### config.mk
export PLATFORM = sky130hd
export DESIGN_NAME = dfs_route_search
export DESIGN_NICKNAME = d
export VERILOG_FILES = /design/src/rtl/drs_pkg.sv /design/src/rtl/drs_adj_store.sv /design/src/rtl/dfs_route_search.sv
export SDC_FILE = /design/constraint.sdc
export NUM_CORES = 2
export LEC_CHECK = 0
export CAP_MARGIN = 20
export CORE_UTILIZATION = 25
export CTS_CLUSTER_SIZE = 20
export DETAILED_ROUTE_END_ITERATION = 8
export DONT_BUFFER_PORTS = 1
export PLACE_DENSITY_LB_ADDON = 0.25
export SYNTH_ARGS = -nofsm -noshare
export SYNTH_HDL_FRONTEND = slang
export SYNTH_SLANG_ARGS = --single-unit
### constraint.sdc
create_clock -name aclk -period 7.8 [get_ports aclk]
set_clock_uncertainty 0.2 [all_clocks]
set_input_delay 0.39 -clock aclk [delete_from_list [all_inputs] [get_ports aclk]]
set_output_delay 0.39 -clock aclk [all_outputs]
set_load 0.01 [all_outputs]
### src/rtl/drs_pkg.sv
// Shared types and constants of the depth-first route search block.
`default_nettype none

package drs_pkg;

    // Node indices travel in five bits, so at most this many nodes can ever be named.
    localparam int NODE_W     = 5;
    localparam int NODE_SPACE = 32;
    // Adjacency slot index; MAX_DEGREE is at most 32.
    localparam int SLOT_W     = 5;
    // The path stack holds this many nodes; its depth counter can hold the capacity itself.
    localparam int STACK_CAP  = 32;
    localparam int DEPTH_W    = 6;

    localparam int NUM_NODES_DEF  = 32;
    localparam int MAX_DEGREE_DEF = 8;

    typedef logic [NODE_W-1:0] node_t;
    typedef logic [SLOT_W-1:0] slot_t;

    typedef enum logic [1:0] {
        STATUS_PATH_NODE  = 2'd0,
        STATUS_NO_ROUTE   = 2'd1,
        STATUS_EDGE_ADDED = 2'd2,
        STATUS_LIST_FULL  = 2'd3
    } status_t;

    typedef enum logic [2:0] {
        ST_IDLE,
        ST_RESULT,
        ST_SCAN,
        ST_CHECK,
        ST_POP,
        ST_EMIT_RD,
        ST_EMIT_WR
    } state_t;

    // Request from the search controller to the adjacency store.
    typedef struct packed {
        logic  wr_en;
        logic  rd_en;
        node_t node;
        slot_t slot;
        node_t wr_data;
    } adj_req_t;

endpackage

`default_nettype wire

### src/rtl/drs_adj_store.sv
// Adjacency store: neighbour list memory and per-node degree counters.
`default_nettype none

module drs_adj_store #(
    parameter int NUM_NODES  = drs_pkg::NUM_NODES_DEF,
    parameter int MAX_DEGREE = drs_pkg::MAX_DEGREE_DEF,
    parameter int DEG_W      = $clog2(MAX_DEGREE + 1)
) (
    input  wire logic             aclk,
    input  wire logic             aresetn,
    input  wire drs_pkg::adj_req_t req,
    input  wire drs_pkg::node_t   deg_node,
    output logic [DEG_W-1:0]      deg,
    output drs_pkg::node_t        rd_data
);

    localparam int SLOTS  = (NUM_NODES < drs_pkg::NODE_SPACE) ? NUM_NODES : drs_pkg::NODE_SPACE;
    localparam int IDX_W  = (SLOTS > 1) ? $clog2(SLOTS) : 1;
    localparam int DEPTH  = SLOTS * MAX_DEGREE;
    localparam int ADDR_W = (DEPTH > 1) ? $clog2(DEPTH) : 1;

    drs_pkg::node_t    nbr_mem [DEPTH];
    logic [DEG_W-1:0]  degree_reg [SLOTS];
    drs_pkg::node_t    rd_data_reg;

    logic [IDX_W-1:0]  req_idx;
    logic [IDX_W-1:0]  deg_idx;
    logic [ADDR_W-1:0] addr;

    assign req_idx = req.node[IDX_W-1:0];
    assign deg_idx = deg_node[IDX_W-1:0];
    // Lists sit one after another, MAX_DEGREE entries per node.
    assign addr = ADDR_W'(ADDR_W'(req_idx) * ADDR_W'(MAX_DEGREE)) + ADDR_W'(req.slot);

    assign deg     = degree_reg[deg_idx];
    assign rd_data = rd_data_reg;

    always_ff @(posedge aclk) begin
        if (req.wr_en) begin
            nbr_mem[addr] <= req.wr_data;
        end
        if (req.rd_en) begin
            rd_data_reg <= nbr_mem[addr];
        end
    end

    always_ff @(posedge aclk) begin
        if (!aresetn) begin
            for (int i = 0; i < SLOTS; i++) begin
                degree_reg[i] <= '0;
            end
        end else if (req.wr_en) begin
            degree_reg[req_idx] <= degree_reg[req_idx] + DEG_W'(1);
        end
    end

endmodule

`default_nettype wire

### src/rtl/dfs_route_search.sv
// Top level of the depth-first route search block: controller, path stack and output register.
// An add-edge item or a refused query passes through the result state, then the output register.
// A query pushes the origin, scans and checks per neighbour probe, scans and pops per backtrack,
// then emits each path node; it grows with the edges probed, each backtrack rescanning the list.
// Throughput: one item at a time; the next item is taken once the last result is registered.
// Reset: synchronous, active low; it clears the control state and all node degrees.
`default_nettype none

module dfs_route_search #(
    parameter int NUM_NODES  = drs_pkg::NUM_NODES_DEF,
    parameter int MAX_DEGREE = drs_pkg::MAX_DEGREE_DEF
) (
    input  wire logic        aclk,
    input  wire logic        aresetn,
    input  wire logic        s_tvalid,
    output logic             s_tready,
    input  wire logic [15:0] s_tdata,   // [4:0] first_node, [9:5] second_node, rest zero
    input  wire logic [0:0]  s_tuser,   // [0] mode
    output logic             m_tvalid,
    input  wire logic        m_tready,
    output logic [7:0]       m_tdata,   // [4:0] node, rest zero
    output logic [1:0]       m_tuser,   // [1:0] status
    output logic             m_tlast    // last
);

    localparam int DEG_W = $clog2(MAX_DEGREE + 1);

    // Control state.
    drs_pkg::state_t  state_reg, state_next;
    drs_pkg::node_t   cur_reg, cur_next;
    drs_pkg::node_t   dst_reg, dst_next;
    logic [DEG_W-1:0] idx_reg, idx_next;
    logic [drs_pkg::DEPTH_W-1:0] depth_reg, depth_next;
    logic [drs_pkg::DEPTH_W-1:0] emit_k_reg, emit_k_next;
    drs_pkg::status_t res_status_reg, res_status_next;
    logic [drs_pkg::NODE_SPACE-1:0] visited_reg, visited_next;

    // Output register.
    logic             m_tvalid_reg, m_tvalid_next;
    drs_pkg::node_t   m_node_reg, m_node_next;
    drs_pkg::status_t m_status_reg, m_status_next;
    logic             m_last_reg, m_last_next;
    logic             out_load;
    drs_pkg::node_t   out_node;
    drs_pkg::status_t out_status;
    logic             out_last;

    // Path stack memory.
    drs_pkg::node_t   stack_mem [drs_pkg::STACK_CAP];
    drs_pkg::node_t   stack_rd_reg;
    logic             stack_we, stack_re;
    logic [4:0]       stack_waddr, stack_raddr;
    drs_pkg::node_t   stack_wdata;

    // Adjacency store.
    drs_pkg::adj_req_t adj_req;
    drs_pkg::node_t    deg_node;
    logic [DEG_W-1:0]  adj_deg;
    drs_pkg::node_t    adj_rd_data;

    // Input decode.
    logic           accept;
    logic           in_mode;
    drs_pkg::node_t in_a, in_b;
    logic           in_ok;
    logic           out_free;
    logic           emit_last;

    assign in_mode  = s_tuser[0];
    assign in_a     = s_tdata[4:0];
    assign in_b     = s_tdata[9:5];
    assign s_tready = (state_reg == drs_pkg::ST_IDLE);
    assign accept   = s_tvalid && s_tready;
    // Indices at or above the graph size are refused or answer no route.
    assign in_ok    = (7'(in_a) < 7'(NUM_NODES)) && (7'(in_b) < 7'(NUM_NODES));
    assign out_free = !m_tvalid_reg || m_tready;
    assign emit_last = ((emit_k_reg + drs_pkg::DEPTH_W'(1)) == depth_reg);

    // Degree lookup follows the incoming source while idle, the current node during a search.
    assign deg_node = (state_reg == drs_pkg::ST_IDLE) ? in_a : cur_reg;

    drs_adj_store #(
        .NUM_NODES  (NUM_NODES),
        .MAX_DEGREE (MAX_DEGREE),
        .DEG_W      (DEG_W)
    ) u_adj (
        .aclk     (aclk),
        .aresetn  (aresetn),
        .req      (adj_req),
        .deg_node (deg_node),
        .deg      (adj_deg),
        .rd_data  (adj_rd_data)
    );

    // Next-state logic.
    always_comb begin
        state_next = state_reg;
        unique case (state_reg)
            drs_pkg::ST_IDLE: begin
                if (accept) begin
                    if (in_mode && in_ok) begin
                        state_next = drs_pkg::ST_SCAN;
                    end else begin
                        state_next = drs_pkg::ST_RESULT;
                    end
                end
            end
            drs_pkg::ST_RESULT: begin
                if (out_free) begin
                    state_next = drs_pkg::ST_IDLE;
                end
            end
            drs_pkg::ST_SCAN: begin
                if (cur_reg == dst_reg) begin
                    state_next = drs_pkg::ST_EMIT_RD;
                end else if (idx_reg < adj_deg) begin
                    state_next = drs_pkg::ST_CHECK;
                end else if (depth_reg == drs_pkg::DEPTH_W'(1)) begin
                    state_next = drs_pkg::ST_RESULT;
                end else begin
                    state_next = drs_pkg::ST_POP;
                end
            end
            drs_pkg::ST_CHECK:   state_next = drs_pkg::ST_SCAN;
            drs_pkg::ST_POP:     state_next = drs_pkg::ST_SCAN;
            drs_pkg::ST_EMIT_RD: state_next = drs_pkg::ST_EMIT_WR;
            drs_pkg::ST_EMIT_WR: begin
                if (out_free) begin
                    state_next = emit_last ? drs_pkg::ST_IDLE : drs_pkg::ST_EMIT_RD;
                end
            end
            default: state_next = drs_pkg::ST_IDLE;
        endcase
    end

    // Datapath and memory control for each state.
    always_comb begin
        cur_next        = cur_reg;
        dst_next        = dst_reg;
        idx_next        = idx_reg;
        depth_next      = depth_reg;
        emit_k_next     = emit_k_reg;
        res_status_next = res_status_reg;
        visited_next    = visited_reg;
        adj_req         = '0;
        stack_we        = 1'b0;
        stack_waddr     = '0;
        stack_wdata     = '0;
        stack_re        = 1'b0;
        stack_raddr     = '0;
        out_load        = 1'b0;
        out_node        = '0;
        out_status      = res_status_reg;
        out_last        = 1'b1;

        unique case (state_reg)
            drs_pkg::ST_IDLE: begin
                if (accept) begin
                    if (!in_mode) begin
                        // Append the target to the source list, or refuse when it is full or an index is out of range.
                        if (in_ok && (adj_deg < DEG_W'(MAX_DEGREE))) begin
                            adj_req.wr_en   = 1'b1;
                            adj_req.node    = in_a;
                            adj_req.slot    = drs_pkg::SLOT_W'(adj_deg);
                            adj_req.wr_data = in_b;
                            res_status_next = drs_pkg::STATUS_EDGE_ADDED;
                        end else begin
                            res_status_next = drs_pkg::STATUS_LIST_FULL;
                        end
                    end else if (in_ok) begin
                        // Fresh marks for every query; the origin is the stack's bottom.
                        visited_next       = '0;
                        visited_next[in_a] = 1'b1;
                        stack_we           = 1'b1;
                        stack_waddr        = '0;
                        stack_wdata        = in_a;
                        depth_next         = drs_pkg::DEPTH_W'(1);
                        cur_next           = in_a;
                        dst_next           = in_b;
                        idx_next           = '0;
                    end else begin
                        res_status_next = drs_pkg::STATUS_NO_ROUTE;
                    end
                end
            end
            drs_pkg::ST_RESULT: begin
                if (out_free) begin
                    out_load   = 1'b1;
                    out_node   = '0;
                    out_status = res_status_reg;
                    out_last   = 1'b1;
                end
            end
            drs_pkg::ST_SCAN: begin
                if (cur_reg == dst_reg) begin
                    emit_k_next = '0;
                end else if (idx_reg < adj_deg) begin
                    adj_req.rd_en = 1'b1;
                    adj_req.node  = cur_reg;
                    adj_req.slot  = drs_pkg::SLOT_W'(idx_reg);
                end else begin
                    // Dead end: drop the current node and return to its parent, or answer no route at the origin.
                    depth_next = depth_reg - drs_pkg::DEPTH_W'(1);
                    if (depth_reg == drs_pkg::DEPTH_W'(1)) begin
                        res_status_next = drs_pkg::STATUS_NO_ROUTE;
                    end else begin
                        stack_re    = 1'b1;
                        stack_raddr = 5'(depth_reg - drs_pkg::DEPTH_W'(2));
                    end
                end
            end
            drs_pkg::ST_CHECK: begin
                if (visited_reg[adj_rd_data]) begin
                    idx_next = idx_reg + DEG_W'(1);
                end else begin
                    visited_next[adj_rd_data] = 1'b1;
                    if (depth_reg < drs_pkg::DEPTH_W'(drs_pkg::STACK_CAP)) begin
                        stack_we    = 1'b1;
                        stack_waddr = depth_reg[4:0];
                        stack_wdata = adj_rd_data;
                        depth_next  = depth_reg + drs_pkg::DEPTH_W'(1);
                        cur_next    = adj_rd_data;
                        idx_next    = '0;
                    end else begin
                        // Full stack: the neighbour counts as a dead end.
                        idx_next = idx_reg + DEG_W'(1);
                    end
                end
            end
            drs_pkg::ST_POP: begin
                cur_next = stack_rd_reg;
                idx_next = '0;
            end
            drs_pkg::ST_EMIT_RD: begin
                stack_re    = 1'b1;
                stack_raddr = emit_k_reg[4:0];
            end
            drs_pkg::ST_EMIT_WR: begin
                if (out_free) begin
                    out_load    = 1'b1;
                    out_node    = stack_rd_reg;
                    out_status  = drs_pkg::STATUS_PATH_NODE;
                    out_last    = emit_last;
                    emit_k_next = emit_k_reg + drs_pkg::DEPTH_W'(1);
                    if (emit_last) begin
                        depth_next = '0;
                    end
                end
            end
            default: begin
            end
        endcase
    end

    // Output register: it is loaded only when empty or being drained.
    always_comb begin
        m_tvalid_next = m_tvalid_reg && !m_tready;
        m_node_next   = m_node_reg;
        m_status_next = m_status_reg;
        m_last_next   = m_last_reg;
        if (out_load) begin
            m_tvalid_next = 1'b1;
            m_node_next   = out_node;
            m_status_next = out_status;
            m_last_next   = out_last;
        end
    end

    assign m_tvalid = m_tvalid_reg;
    assign m_tdata  = {3'b000, m_node_reg};
    assign m_tuser  = m_status_reg;
    assign m_tlast  = m_last_reg;

    always_ff @(posedge aclk) begin
        if (!aresetn) begin
            state_reg    <= drs_pkg::ST_IDLE;
            depth_reg    <= '0;
            visited_reg  <= '0;
            m_tvalid_reg <= 1'b0;
        end else begin
            state_reg    <= state_next;
            depth_reg    <= depth_next;
            visited_reg  <= visited_next;
            m_tvalid_reg <= m_tvalid_next;
        end
    end

    always_ff @(posedge aclk) begin
        cur_reg        <= cur_next;
        dst_reg        <= dst_next;
        idx_reg        <= idx_next;
        emit_k_reg     <= emit_k_next;
        res_status_reg <= res_status_next;
        m_node_reg     <= m_node_next;
        m_status_reg   <= m_status_next;
        m_last_reg     <= m_last_next;
    end

    // The stack is never read and written in the same cycle, so no forwarding is needed.
    always_ff @(posedge aclk) begin
        if (stack_we) begin
            stack_mem[stack_waddr] <= stack_wdata;
        end
        if (stack_re) begin
            stack_rd_reg <= stack_mem[stack_raddr];
        end
    end

    // The stack depth never passes its capacity.
    assert property (@(posedge aclk) disable iff (!aresetn)
        depth_reg <= drs_pkg::DEPTH_W'(drs_pkg::STACK_CAP))
        else $error("path stack depth beyond capacity");

    // While the search walks, the origin at least stays on the stack.
    assert property (@(posedge aclk) disable iff (!aresetn)
        (state_reg == drs_pkg::ST_SCAN || state_reg == drs_pkg::ST_CHECK ||
         state_reg == drs_pkg::ST_POP) |-> (depth_reg != '0))
        else $error("search running with an empty stack");

    // Every node the search stands on has been marked visited.
    assert property (@(posedge aclk) disable iff (!aresetn)
        (state_reg == drs_pkg::ST_SCAN) |-> visited_reg[cur_reg])
        else $error("current node not marked visited");

    // One item at a time: an accepted item closes the input until its work is done.
    assert property (@(posedge aclk) disable iff (!aresetn)
        (s_tvalid && s_tready) |=> !s_tready)
        else $error("second item taken while one is in progress");

    // The final path result leaves the stack empty behind it.
    assert property (@(posedge aclk) disable iff (!aresetn)
        (state_reg == drs_pkg::ST_EMIT_WR && out_free && emit_last) |=> (depth_reg == '0))
        else $error("stack not emptied after the path");

endmodule

`default_nettype wire
==> flow_summary.yaml <==
outcome:
  status: "finished, final reports clean"
sta:
  hold_viol_final: 0
  layout_min_cycle_time_ns: 7.53
  fmax_ghz: 0.133
  rsz0062_at_grt: "false"
  finalSetupTns_ns: 0
  period_share_pct: 96.5
  tightest_slew_ns: 1.25
  finalMaxSlewViolations: 0
  max_slew_margin_pct: 16.4
  setup_slack_ns: 0.270
  setup_viol: 0
cts:
  worstSkewPairLatency_ns: 0.84
  clockBufferDepth: 4
  cts_buffers: 177
  htreeDepth: 4
  clock-sinks: 1650
  cts_tree: "done"
  cts_root_buf: "clkbuf_16"
  path_clk_slew_ns: 0.07
  post_cts_buffers: 0
pwr:
  p_comb_share_pct: 17.4
  clkPwrFrac_pct: 37.1
  net-switching-power_mw: 6.25
  vdd_drop_max_mv: 0.161
  p_sw_share_pct: 28.6
  intPower_mw: 15.6
  leakagePower_nw: 29.8
  seq_power_share_pct: 45.5
  power_density_nw_per_um2: 257
  total_power_mw: 21.8
worst_setup_path:
  critical_path.slowest_cell: "or3_2"
  cpMostUsedCell: "buf_4"
  crit_arrival_ns: 7.88
  cp_max_fo: 20
  r2r_end: "u_adj.rd_data[4]$_DFFE_PP_"
  critPathKind: "reg2reg"
  crit_required_ns: 8.15
  crit_path_end_kind: "register"
  r2r_slack_ns: 0.27
  crit_family: "compound AO/OA/AOI/OAI gates"
  reg2reg_from: "state_reg[1]$_SDFFE_PN0P_"
  cp-start-kind: "register"
  slowest_delay_ns: 0.52
  path_buf_inv: 9
  reg2reg_depth: 31
min_path:
  hold_class: "in2reg"
  hold_start: "s_tdata[7]"
  min_to: "u_adj.nbr_mem[75][2]$_DFFE_PP_"
  whs_path_depth: 1
die:
  die_y_um: 538
  core_area_um2: 285000
  ioPinCount: 34
  die_area_um2: 289000
  die_x_um: 538
  initial_core_util_pct: 25.2
  placementRows: 196
final_layout:
  layout_commonest_cell: "edfxtp_1"
  final_net_count: 5872
  finalNonFillerCells: 9730
  area_delta_synth_final_pct: 18.4
  final_cell_mix: "edfxtp_1 (1608), nand2_1 (904), nor2_1 (491)"
  drive_gt1_share_pct: 14.1
  largest_register_ffs: 1280
logic_synthesis:
  yosysTopAreaCell: "edfxtp_1"
  seq_area_frac_synth_pct: 68.4
  async_flop_share_pct: 0
  synth-main-ff-cell: "edfxtp_1"
  synth.ff_latch_count: 1650
  synth_top_area_share_pct: 67.2
  syn_avg_cell_area_um2: 12.9
  synth-edff-count: 1608
  yosysUniqueCellTypes: 98
  ys_warn_count: 0
  synthTopCellsByArea: "edfxtp_1 (67%), mux2i_1 (6.3%), nand2_1 (4.7%), nor2_1 (2.6%), nand3_1 (2.5%)"
  syn_area_um2: 71800
  postSynthCellCount: 5560
detailed_routing:
  first_iter_violations: 5171
  drc: 0
  routed-via-count: 48922
  wl_per_cell_um: 25.9
  vias_per_cell: 5.03
  drtAntennaViolNets: 0
  wl_um: 252000
  drt_first_pass_iters: 5
job:
  drv_cap: 0
global_routing:
  grt_overflow: 0
  grt_start_max_net_pins: 124
  antenna_found_initial: 12
  grt_usage_pct: 17.0
  grt_pass1_wl_um: 357000
  grt_pass1_vias: 47585
placement:
  place_congestion: 0.904
  dp_hpwl_um: 168000
  dpl.cell_count: 9396
  port_buffers: 0
  dpl_worst_slack_ns: -0.200
==> synthesized netlist by cell type, types with 13 or more instances <==
| cell type | n |
|---|---|
| edfxtp_1 | 1608 |
| nand2_1 | 906 |
| nor2_1 | 497 |
| mux2i_1 | 455 |
| nand3_1 | 357 |
| clkbuf_1 | 237 |
| a21oi_1 | 196 |
| o22ai_1 | 121 |
| o21ai_0 | 102 |
| a22oi_1 | 86 |
| buf_2 | 65 |
| buf_1 | 59 |
| a31oi_1 | 52 |
| a211oi_1 | 45 |
| and2_1 | 42 |
| dfxtp_1 | 42 |
| nand4_1 | 40 |
| o211ai_1 | 38 |
| o221ai_1 | 38 |
| o211a_1 | 35 |
| nor4_1 | 32 |
| a21oi_2 | 31 |
| a32oi_1 | 31 |
| inv_1 | 27 |
| a22o_1 | 22 |
| mux2_2 | 21 |
| nor3_1 | 21 |
| and3_1 | 20 |
| and2_0 | 19 |
| mux4_2 | 18 |
| nor2b_1 | 18 |
| a221oi_1 | 16 |
| o2111ai_1 | 16 |
| ha_1 | 14 |
| o31ai_1 | 14 |
| nand3b_1 | 13 |
==> worst max-delay path by stage <==
stage | from | endpoint | slack [ns] | cells after the start
floorplan | state_reg[0]$_SDFFE_PN0P_ | u_adj.nbr_mem[212][0]$_DFFE_PP_ | 0.23 | 32
global placement | state_reg[0]$_SDFFE_PN0P_ | u_adj.rd_data[4]$_DFFE_PP_ | -0.12 | 28
detailed placement | state_reg[1]$_SDFFE_PN0P_ | u_adj.rd_data[4]$_DFFE_PP_ | -0.20 | 25
CTS | state_reg[1]$_SDFFE_PN0P_ | u_adj.rd_data[1]$_DFFE_PP_ | 0.02 | 30
global route | state_reg[1]$_SDFFE_PN0P_ | u_adj.rd_data[4]$_DFFE_PP_ | 0.004 | 31
finish | state_reg[1]$_SDFFE_PN0P_ | u_adj.rd_data[4]$_DFFE_PP_ | 0.27 | 31
==> what timing repair did <==
| action | in CTS | in global routing |
|---|---|---|
| hold endpoints to repair | 341 | 0 |
| hold buffers | 23 | 0 |
| setup endpoints to repair | 2 | 10 |
| pin swaps | 0 | 1 |
| gates resized for setup | 4 | 23 |
==> cell type report <==
class                   count  area [um^2]
multi-input cells        3501        21300
repair buffers            475         4390
flip-flops and latches   1650        49100
inverters                  32          120
clock inverters            93          806
clock buffers             216         4580
diodes                      1         2.50
fillers                 28977       200000
well taps                3762         4710
==> metal layers <==
layer / share of wire (%) / GRT usage (%) / up-vias
met5: 0.020 / 0 / -
met4: 3.0 / 5.09 / 8
met3: 6.7 / 2.77 / 391
met2: 46 / 26.9 / 1825
met1: 45 / 23.7 / 25099
li1: - / - / 21599
==> power groups by stage <==
stage	sequential, mW	clock [mW]	combinational (mW)
after floorplan	10.1	0	1.99
after detailed placement	10.1	0	3.71
after global routing	9.94	8.58	3.97
final	9.94	8.12	3.79
after global placement	10.1	0	3.70
after CTS	9.94	8.27	3.75
==> cells by family after synthesis <==
logic type | count (synthesis) | share of synthesized area [%]
compound gates | 943 | 9.12
xor+xnor | 22 | 0.279
fa+ha+maj | 14 | 0.244
buf+inv | 411 | 2.40
flops | 1650 | 68.4
mux | 498 | 7.30
other cells | 1 | 0.00522
simple gates | 2021 | 12.2
==> through the flow <==
stage,util (%),cell area [um^2],hold slack [ns]
final,29.8,85000,0.0201
after CTS,29.7,84900,0.000715
after detailed placement,27.8,79200,0.292
after floorplan,-,71800,0.289
after global routing,29.8,85000,0.0302
after global placement,27.7,79200,0.292
Note: power is estimated with default switching activity, not from simulation.
